<file path="src/rtl/core/dheq_pkg.sv">
package dheq_pkg;

	localparam int unsigned DEPTH_BINS = 65536;
	localparam int unsigned MAX_PIXELS = 1048576;

	localparam int unsigned ADDR_W  = $clog2(DEPTH_BINS);
	localparam int unsigned CNT_W   = $clog2(MAX_PIXELS + 1);
	localparam int unsigned NUM_W   = CNT_W + 8;
	localparam int unsigned DEPTH_W = 16;
	localparam int unsigned LEVEL_W = 8;

	localparam logic [ADDR_W-1:0] TOP_BIN = ADDR_W'(DEPTH_BINS - 1);
	localparam logic [CNT_W-1:0]  CNT_MAX = CNT_W'(MAX_PIXELS);

	localparam logic REQ_COUNT = 1'b0;
	localparam logic REQ_MAP   = 1'b1;

	// controller to datapath
	typedef struct packed {
		logic latch;      // capture the input item
		logic idx_clr;    // sweep index back to zero
		logic clr_wr;     // write zero at index, step index
		logic cnt_wr;     // write the incremented bin
		logic sw_start;   // start running sum at bin 1
		logic sw_rd;      // read bin at index
		logic sw_wr;      // write running sum, step index
		logic mul;        // numerator = bin * 255
		logic div_step;   // one quotient bit
		logic out_q;      // load quotient into output register
		logic out_zero;   // load level zero into output register
	} dheq_cmd_t;

	// datapath to controller
	typedef struct packed {
		logic last;
		logic idx_last;
		logic zero_map;
		logic div_done;
		logic out_busy;
	} dheq_sts_t;

	// depth beyond the bins lands in the top bin
	function automatic logic [ADDR_W-1:0] bin_of(input logic [DEPTH_W-1:0] d);
		logic [ADDR_W-1:0] b;
		if (32'(d) >= DEPTH_BINS) begin
			b = TOP_BIN;
		end else begin
			b = ADDR_W'(d);
		end
		return b;
	endfunction

endpackage

</file>
<file path="src/rtl/core/dheq_ctrl.sv">
module dheq_ctrl (
	input  logic                clk,
	input  logic                arst_n,
	input  logic                in_valid,
	input  logic                in_type,
	output logic                in_ready,
	input  dheq_pkg::dheq_sts_t sts,
	output dheq_pkg::dheq_cmd_t cmd
);

	typedef enum logic [3:0] {
		ST_CLR,
		ST_IDLE,
		ST_CNT_RD,
		ST_CNT_WR,
		ST_SW_RD,
		ST_SW_WR,
		ST_MAP_CHK,
		ST_MAP_MUL,
		ST_DIV,
		ST_OUT,
		ST_OUT_Z
	} state_t;

	state_t state_q;
	logic   pend_q;   // count item waits for the clearing pass
	logic   ready_q;  // bins hold the running sum

	logic   accept;

	assign in_ready = state_q == ST_IDLE;
	assign accept   = in_valid && in_ready;

	// command decode
	always_comb begin
		cmd = '0;
		unique case (state_q)
			ST_CLR: begin
				cmd.clr_wr = 1'b1;
			end
			ST_IDLE: begin
				cmd.latch   = accept;
				cmd.idx_clr = accept && (in_type == dheq_pkg::REQ_COUNT) && ready_q;
			end
			ST_CNT_RD, ST_MAP_CHK: begin
				// bin read runs off the captured address
				cmd = '0;
			end
			ST_CNT_WR: begin
				cmd.cnt_wr   = 1'b1;
				cmd.sw_start = sts.last;
			end
			ST_SW_RD: begin
				cmd.sw_rd = 1'b1;
			end
			ST_SW_WR: begin
				cmd.sw_wr = 1'b1;
			end
			ST_MAP_MUL: begin
				cmd.mul = 1'b1;
			end
			ST_DIV: begin
				cmd.div_step = 1'b1;
			end
			ST_OUT: begin
				cmd.out_q   = !sts.out_busy;
				cmd.idx_clr = !sts.out_busy && sts.last;
			end
			ST_OUT_Z: begin
				cmd.out_zero = !sts.out_busy;
				cmd.idx_clr  = !sts.out_busy && sts.last;
			end
			default: begin
				cmd = '0;
			end
		endcase
	end

	// state, pending count and counts-ready flag
	always_ff @(posedge clk or negedge arst_n) begin
		if (!arst_n) begin
			state_q <= ST_CLR;
			pend_q  <= 1'b0;
			ready_q <= 1'b0;
		end else begin
			unique case (state_q)
				ST_CLR: begin
					if (sts.idx_last) begin
						state_q <= pend_q ? ST_CNT_RD : ST_IDLE;
						pend_q  <= 1'b0;
					end
				end
				ST_IDLE: begin
					if (accept) begin
						if (in_type == dheq_pkg::REQ_COUNT) begin
							if (ready_q) begin
								state_q <= ST_CLR;
								pend_q  <= 1'b1;
								ready_q <= 1'b0;
							end else begin
								state_q <= ST_CNT_RD;
							end
						end else begin
							state_q <= ST_MAP_CHK;
						end
					end
				end
				ST_CNT_RD: begin
					state_q <= ST_CNT_WR;
				end
				ST_CNT_WR: begin
					state_q <= sts.last ? ST_SW_RD : ST_IDLE;
				end
				ST_SW_RD: begin
					state_q <= ST_SW_WR;
				end
				ST_SW_WR: begin
					if (sts.idx_last) begin
						state_q <= ST_IDLE;
						ready_q <= 1'b1;
					end else begin
						state_q <= ST_SW_RD;
					end
				end
				ST_MAP_CHK: begin
					state_q <= (!ready_q || sts.zero_map) ? ST_OUT_Z : ST_MAP_MUL;
				end
				ST_MAP_MUL: begin
					state_q <= ST_DIV;
				end
				ST_DIV: begin
					if (sts.div_done) begin
						state_q <= ST_OUT;
					end
				end
				ST_OUT, ST_OUT_Z: begin
					if (!sts.out_busy) begin
						if (sts.last) begin
							state_q <= ST_CLR;
							ready_q <= 1'b0;
						end else begin
							state_q <= ST_IDLE;
						end
					end
				end
				default: begin
					state_q <= ST_CLR;
				end
			endcase
		end
	end

endmodule

</file>
<file path="config.mk">
export PLATFORM = sky130hd
export DESIGN_NAME = dheq_ctrl
export DESIGN_NICKNAME = d
export VERILOG_FILES = /design/src/rtl/core/dheq_pkg.sv /design/src/rtl/core/dheq_ctrl.sv
export SDC_FILE = /design/constraint.sdc
export NUM_CORES = 1
export LEC_CHECK = 0
export ABC_AREA = 1
export BUFFER_PORTS_ARGS = -buffer_cell sky130_fd_sc_hd__buf_2
export CAP_MARGIN = 15
export CORE_AREA = 5 5 55 57
export CTS_CLUSTER_DIAMETER = 60
export DETAILED_ROUTE_END_ITERATION = 8
export DIE_AREA = 0 0 60 62
export PLACE_DENSITY = 0.41
export SYNTH_ARGS = -nofsm -noshare
export SYNTH_HDL_FRONTEND = slang
export SYNTH_SLANG_ARGS = --single-unit
</file>
<file path="constraint.sdc">
create_clock -name clk -period 3.19 [get_ports clk]
set_input_delay 0.319 -clock clk [delete_from_list [all_inputs] [get_ports clk]]
set_output_delay 0.319 -clock clk [all_outputs]
set_load 0.005 [all_outputs]
</file>
# Word level (Yosys, flattened, before mapping)
# Cells that the tools add are included.
word_totals:
  in_bits: 9
  reg_bits: 6
  word_cells: 69
  out_inout_bits: 12
classes:
  muxes: 33
  n_eq_ne: 18
  n_bitwise: 1
  n_reduce_logical: 14
ops:
  columns: ["cell", "count"]
  rows:
  - ["$pmux W4 S10", 1]
  - ["$mux W4", 6]
  - ["$mux W1", 18]
  - ["$eq A4 B3 Y1 const B", 4]
  - ["$eq A4 B4 Y1 const B", 3]
  - ["$ne A2 B2 Y1 const B", 5]
  - ["$eq A4 B2 Y1 const B", 2]
  - ["$mux W2", 3]
  - ["$mux W3", 2]
  - ["$ne A2 B1 Y1 const B", 3]
  - ["$reduce_and A6 Y1", 1]
  - ["$reduce_and A5 Y1", 1]
  - ["$eq A4 B1 Y1 const B", 1]
  - ["$logic_and A1 B1 Y1", 4]
  - ["$logic_not A4 Y1", 1]
  - ["$pmux W1 S2", 2]
  - ["$reduce_and A4 Y1", 1]
  - ["$pmux W1 S3", 1]
  - ["$reduce_bool A3 Y1", 1]
  - ["$logic_not A1 Y1", 2]
  - ["$reduce_bool A2 Y1", 1]
  - ["$reduce_or A2 Y1", 1]
  - ["$logic_or A1 B1 Y1", 1]
  - ["$not A1 Y1", 1]

# Depth between registers and ports, before layout
# Gate-level depths: netlist of the first run.
depth:
  depth_word: 5
  mapped_depth: 10
  depth_no_buf: 10

# Least setup slack after synthesis of the first run
# OpenSTA, ideal clock, no wires.
synth_timing:
  path_kind: "reg-to-output"
  startpoint: "reg state_q[0]"
  endpoint: "out cmd[9] in the netlist's numbering"
  arrival_ns: 0.993
  t_required_ns: 2.871
  path_stages_with_launch: 7
  slack_ns: 1.878
  path_buffers: 0
  path_cell_list: "dfrtp_1 inv_2 nor2_4 nand2_4 nor2_1 nand2_1 o31ai_1"
synth_rtl:
  columns: ["item", "line_no", "rtl"]
  rows:
  - ["from (decl)", "dheq_ctrl.sv:25", "state_t state_q;"]
  - ["from (signal assigned)", "dheq_ctrl.sv:89", "state_q <= pend_q ? ST_CNT_RD : ST_IDLE;"]
  - ["from (signal assigned)", "dheq_ctrl.sv:112", "state_q <= sts.last ? ST_SW_RD : ST_IDLE;"]
  - ["from (signal assigned)", "dheq_ctrl.sv:126", "state_q <= (!ready_q || sts.zero_map) ? ST_OUT_Z : ST_MAP_MUL;"]
  - ["to (decl)", "dheq_ctrl.sv:8", "output dheq_pkg::dheq_cmd_t cmd"]

==> impl_metrics.env, run 1 <==
export IMPL_cts_buffer_depth=2
export IMPL_grt_max_degree=7
export IMPL_clkSinkCount=6
export IMPL_synth_compound_gate_area_share_pct=9.21
export IMPL_timing_hold_violations_final=0
export IMPL_grt_ovfl_total=0
export IMPL_critical_path_class="register to primary output"
export IMPL_num_rows=18
export IMPL_setup_violations_final=0
export IMPL_setup_repair_after_global_routing_missed_its_margin="false"
export IMPL_final_net_count=134
export IMPL_clock_latency_ps=240
export IMPL_cp_slowest_stage_delay_ps=450
export IMPL_place_port_buffers=20
export IMPL_synth_warning_count=0
export IMPL_tns_ps=0
export IMPL_cts_root_buffer_cell="sky130_fd_sc_hd__clkbuf_4"
export IMPL_number_of_global_route_vias_before_repair=633
export IMPL_postSynthAreaPerCell_um2=5.90
export IMPL_fraction_of_layout_cells_with_a_size_suffix_above_1_pct=34.1
export IMPL_clk_pin_slew_ps=40
export IMPL_powerDensity_nw_per_um2=822
export IMPL_report_final_slew_viol_count=0
export IMPL_io_pins=21
export IMPL_flow_area_growth_from_synthesis_pct=29.1
export IMPL_finalCritPeriodShare_pct=56.6
export IMPL_cts_repair_resized=0
export IMPL_initial_utilization_pct=24.0
export IMPL_remaining_drc_errors=0
export IMPL_core_region_area_um2=2430
export IMPL_finalWorstPathRequiredPeriod_ps=1810
export IMPL_num_vias=666
export IMPL_post_cts_repair_setup_buffers=0
export IMPL_timing_critical_path_slowest_stage_cell="sky130_fd_sc_hd__dfrtp_1"
export IMPL_synth_xor_area_share_pct=0
export IMPL_ys_seq_elements=6
export IMPL_synthSimpleGateAreaFrac_pct=54.2
export IMPL_initial_drc_count=27
export IMPL_maxCapViolCount=0
export IMPL_cts_buffers=3
export IMPL_yosys_mux_area_fraction_pct=0
export IMPL_status="completed"
export IMPL_synth_top_area_cell="sky130_fd_sc_hd__dfrtp_1"
export IMPL_leading_cell_types_by_total_area_after_synthesis="sky130_fd_sc_hd__dfrtp_1, sky130_fd_sc_hd__nand2_1, sky130_fd_sc_hd__nor2_1"
export IMPL_grt_util_all_layers_pct=9.60
export IMPL_total_leakage_power_nw=0.458
export IMPL_num_antenna_cells=0
export IMPL_design_die_area_um2=3720
export IMPL_critical_path_cell_chain="inv_2, nor2_4, nand2_4, nor2_1, nand2_1, o31ai_1, buf_2"
export IMPL_count_of_unique_library_cells_instantiated_by_yosys=18
export IMPL_tritoncts="yes"
export IMPL_drt_first_pass_iters=4
export IMPL_path_delay_family="simple AND/OR/NAND/NOR gates"
export IMPL_power_total_uw=620
export IMPL_detail_route_wirelength_um=1670
export IMPL_finalWeightedCongestion=0.746
export IMPL_worstPathBufferInverterCount=2
export IMPL_timing_fmax_mhz=554
export IMPL_synth_top_area_share_pct=25.7
export IMPL_arrival_time_at_the_worst_endpoint_ps=1490
export IMPL_drtAntennaViolNets=0
export IMPL_max_slew_worst_pin_slew_ps=250
export IMPL_routed_via_density=4.35
export IMPL_yosysSeqAreaShare_pct=25.7
export IMPL_hpwl_um=1500
export IMPL_synthCells=99
export IMPL_global_routing_usage_on_met2_pct=18.5
export IMPL_largest_family_of_logic_cells_by_synthesized_area="simple AND/OR/NAND/NOR gates"
export IMPL_h_tree_depth=1
export IMPL_critical_path_max_fanout=6
export IMPL_grt_use_met3_pct=1.45
export IMPL_dieWidth_um=60
export IMPL_slew_headroom_pct=83.2
export IMPL_mappedNetlistNets=108
export IMPL_timing_critical_path_to_type="primary output"
export IMPL_syn_cell_area_um2=584
export IMPL_crit_required_ps=2870
export IMPL_hp_class="primary input to register"
export IMPL_global_route_wire_length_before_repair_um=2630
export IMPL_grt_met1_usage_pct=10.4
export IMPL_most_used_layer_global_route="met2"
export IMPL_avgRoutedWirePerCell_um=10.9
export IMPL_vdd_ir_drop_worst_mv=0.234
export IMPL_fin_worst_skew_ps=1.27
export IMPL_grt_antenna_before_repair=0
export IMPL_die_height_um=62
export IMPL_synthAdderAreaFrac_pct=0
export IMPL_startpoint_type="register"
==> cells in the final DEF (no fill, tap or decap), types with 2 or more instances in the layout <==
cell                       instances
sky130_fd_sc_hd__nor3_1            2
sky130_fd_sc_hd__clkbuf_4          3
sky130_fd_sc_hd__inv_2             6
sky130_fd_sc_hd__buf_2            20
sky130_fd_sc_hd__inv_1            11
sky130_fd_sc_hd__nor2_4            3
sky130_fd_sc_hd__nor2_1           16
sky130_fd_sc_hd__o21ai_0           4
sky130_fd_sc_hd__nand3_1           6
sky130_fd_sc_hd__nand2_1          29
sky130_fd_sc_hd__nor2_2            3
sky130_fd_sc_hd__nand2_2           6
sky130_fd_sc_hd__dfrtp_1           6
==> flip-flops by register name (all words and copies together), names as in the netlist <==
register	cells
pend_q	1
ready_q	1
state_q	4
==> worst register-to-register path: stages, from the launching register on <==
cell	delay, ps
sky130_fd_sc_hd__dfrtp_1	440
sky130_fd_sc_hd__nor2_1	220
sky130_fd_sc_hd__nand2_1	110
sky130_fd_sc_hd__inv_2	100
sky130_fd_sc_hd__nand2_2	70
sky130_fd_sc_hd__nand2_2	100
sky130_fd_sc_hd__nor2_2	60
sky130_fd_sc_hd__nand2_1	60
sky130_fd_sc_hd__o21ai_1	60
==> per-stage QoR <==
stage	utilization (%)	setup slack [ps]	cells	instance area, µm²	hold WS, ps
after detailed placement	29.7	1620	149	722	150
after global routing	31.0	1260	153	754	375
after CTS	31.0	1360	153	754	367
after global placement	29.7	1640	149	722	154
final	31.0	1380	153	754	365
after floorplan	-	1880	99	584	23.4
==> routing by layer <==
| layer | part of all wire, % | routed length [µm] | vias up |
|---|---|---|---|
| met1 | 41 | 685 | 296 |
| met4 | 0.36 | 6 | 0 |
| li1 | - | - | 354 |
| met3 | 6.4 | 107 | 2 |
| met5 | 0 | 0 | - |
| met2 | 52 | 866 | 14 |
==> where the power goes <==
part | total [mW] | internal [mW] | leakage [nW] | switching, mW
Clock | 0.0672 | 0.0424 | 0.0138 | 0.0248
Sequential | 0.142 | 0.106 | 0.0789 | 0.0366
Combinational | 0.411 | 0.148 | 0.365 | 0.263
Total | 0.620 | 0.296 | 0.458 | 0.324
==> logic make-up (layout without fill, tap and decap cells) <==
logic type / after synthesis / in the layout
compound gates: 9 / 9
buf+inv: 17 / 41
flops: 6 / 6
simple gates: 67 / 67
==> cells in the mapped netlist <==
cell and instances:
sky130_fd_sc_hd__nand3_1 6, sky130_fd_sc_hd__nor2_2 3, sky130_fd_sc_hd__nand2_2 6, sky130_fd_sc_hd__o21bai_1 1, sky130_fd_sc_hd__o31ai_1 1, sky130_fd_sc_hd__nor3_1 2, sky130_fd_sc_hd__nand4_1 1, sky130_fd_sc_hd__o21ai_1 1
sky130_fd_sc_hd__nor2_1 16, sky130_fd_sc_hd__nand2_4 1, sky130_fd_sc_hd__o21ai_0 4, sky130_fd_sc_hd__dfrtp_1 6, sky130_fd_sc_hd__nand2_1 29, sky130_fd_sc_hd__nor2_4 3, sky130_fd_sc_hd__inv_2 6, sky130_fd_sc_hd__o22ai_1 1
sky130_fd_sc_hd__inv_1 11, sky130_fd_sc_hd__o211ai_1 1
==> path summary, 6_finish.rpt <==
check,from,endpoint,slack (ps),cells past startpoint
min in group asynchronous,arst_n,state_q[0],430,2
worst max-delay path,state_q[0],cmd[9],1380,7
worst max register to register,state_q[1],state_q[1],1860,8
worst min register to register,ready_q,ready_q,470,2
worst min-delay path,sts[3],ready_q,370,3
max in group asynchronous,arst_n,state_q[1],2620,2
==> cell type report <==
class | instances | area, µm²
sequential | 6 | 150
multi-input combinational | 76 | 370
fill | 284 | 1680
tap | 30 | 37.5
clock buffer | 3 | 22.5
timing repair buffer | 21 | 110
inverter | 17 | 63.8
==> what timing repair did <==
item                                   CTS  global route
endpoints found under the hold margin    6             0
hold buffers                             1             0
setup endpoints to repair                0             0
Power figures use the tool's default switching activity.
==> run 2: changes to the inputs <==
Clock period 3.19 ns to 1.8 ns, I/O delays scaled along.
==> run 2 against run 1 <==
  * Worst setup slack got worse by 1200 ps
  * Non-clock buffer count is the same
  * Final cell count is the same
  * Clock-buffer cell count unchanged
==> impl_metrics.env, run 2 (synthesis gave the netlist of run 1 again) <==
export IMPL_status="completed"
export IMPL_grt_antenna_before_repair=0
export IMPL_setup_repair_after_global_routing_missed_its_margin="false"
export IMPL_timing_fmax_mhz=611
export IMPL_arrival_time_at_the_worst_endpoint_ps=1460
export IMPL_fraction_of_layout_cells_with_a_size_suffix_above_1_pct=34.1
export IMPL_final_net_count=134
export IMPL_remaining_drc_errors=0
export IMPL_hp_class="primary input to register"
export IMPL_powerDensity_nw_per_um2=1460
export IMPL_dieWidth_um=60
export IMPL_critical_path_max_fanout=6
export IMPL_number_of_global_route_vias_before_repair=621
export IMPL_finalWeightedCongestion=0.737
export IMPL_postLayoutCoreUtil_pct=31.0
export IMPL_num_antenna_cells=0
export IMPL_drtAntennaViolNets=0
export IMPL_layout_common_cells="sky130_fd_sc_hd__nand2_1, sky130_fd_sc_hd__buf_2, sky130_fd_sc_hd__nor2_1, sky130_fd_sc_hd__inv_1"
export IMPL_grt_util_all_layers_pct=10.0
export IMPL_clkSinkCount=6
export IMPL_startpoint_type="register"
export IMPL_place_port_buffers=20
export IMPL_report_final_slew_viol_count=0
export IMPL_crit_required_ps=1620
export IMPL_setup_violations_final=0
export IMPL_slew_headroom_pct=82.1
export IMPL_maxCapViolCount=0
export IMPL_num_vias=650
export IMPL_critical_path_class="register to primary output"
export IMPL_grt_max_degree=7
export IMPL_cts_buffer_depth=2
export IMPL_flow_area_growth_from_synthesis_pct=29.1
export IMPL_clock_latency_ps=240
export IMPL_die_height_um=62
export IMPL_core_region_area_um2=2430
export IMPL_largest_register="state_q"
export IMPL_layout_cells_most_common="sky130_fd_sc_hd__nand2_1"
export IMPL_io_pins=21
export IMPL_cts_buffers=3
export IMPL_initial_utilization_pct=24.0
export IMPL_cts_root_buffer_cell="sky130_fd_sc_hd__clkbuf_4"
export IMPL_hpwl_um=1520
export IMPL_h_tree_depth=1
export IMPL_clk_pin_slew_ps=50
export IMPL_tns_ps=0
export IMPL_max_slew_worst_pin_slew_ps=265
export IMPL_detail_route_wirelength_um=1710
export IMPL_initial_drc_count=19
export IMPL_tritoncts="yes"
export IMPL_largest_register_ffs=4
export IMPL_timing_critical_path_to_type="primary output"
export IMPL_num_rows=18
export IMPL_timing_hold_violations_final=0
export IMPL_total_leakage_power_nw=0.458
export IMPL_grt_ovfl_total=0
export IMPL_global_route_wire_length_before_repair_um=2830
export IMPL_vdd_ir_drop_worst_mv=0.505
export IMPL_finalWorstPathRequiredPeriod_ps=1640
export IMPL_registers_with_the_most_flip_flops="state_q (4), pend_q (1), ready_q (1)"
export IMPL_drt_first_pass_iters=4
export IMPL_avgRoutedWirePerCell_um=11.2
export IMPL_routed_via_density=4.25
export IMPL_finalCritPeriodShare_pct=91.0
export IMPL_design_die_area_um2=3720
export IMPL_fin_worst_skew_ps=4.38
[run 2: area by class of cell]
cell class              count  area, µm²
well taps                  30       37.5
inverters                  17       63.8
clock buffers               3       22.5
repair buffers             21        110
fillers                   291       1680
flip-flops and latches      6        150
multi-input cells          76        370
[run 2: metal layers]
layer | routed length (µm) | up-vias | track usage (%) | part of all wire (%)
met5 | 0 | - | 0 | 0
met1 | 730 | 285 | 12.0 | 43
li1 | - | 354 | - | -
met3 | 99 | 0 | 2.48 | 5.8
met4 | 0 | 0 | 2.85 | 0
met2 | 878 | 11 | 17.7 | 51
[run 2: through the flow]
step | cell area (µm²) | power, mW | hold slack [ps] | instances | setup slack [ps]
after floorplan | 584 | 0.782 | -116 | 99 | 627
after global placement | 722 | 1.00 | 18.4 | 149 | 402
after detailed placement | 722 | 0.985 | 18.6 | 149 | 413
after CTS | 754 | 1.12 | 205 | 153 | 139
after global routing | 754 | 1.23 | 242 | 153 | 49.1
final | 754 | 1.10 | 222 | 153 | 163
[run 2: path summary, 6_finish.rpt]
kind	from	to	slack, ps	depth (start not counted)
worst min-delay path	sts[3]	ready_q	220	3
worst max-delay path	state_q[0]	cmd[9]	160	7
min in group asynchronous	arst_n	ready_q	290	2
worst min register to register	ready_q	ready_q	490	2
max in group asynchronous	arst_n	state_q[2]	1360	2
worst max register to register	state_q[0]	state_q[1]	500	9
[run 2: timing repair]
item	4_1_cts	5_1_grt
hold buffers	1	0
buffers inserted	0	0
hold endpoints to repair	6	0
gates resized for setup	0	0
[run 2: where the power goes]
group          switching, mW  internal [mW]  leakage (nW)
sequential            0.0646          0.187        0.0789
clock                 0.0486         0.0754        0.0138
combinational          0.465          0.262         0.365
total                  0.578          0.525         0.458
[run 2: worst max-delay path, cell delays in order (launching register included)]
cell and delay, ps:
sky130_fd_sc_hd__dfrtp_1 440, sky130_fd_sc_hd__inv_2 80, sky130_fd_sc_hd__nor2_4 150, sky130_fd_sc_hd__nand2_4 100, sky130_fd_sc_hd__nor2_1 120, sky130_fd_sc_hd__nand2_1 100
sky130_fd_sc_hd__o31ai_1 80, sky130_fd_sc_hd__buf_2 150
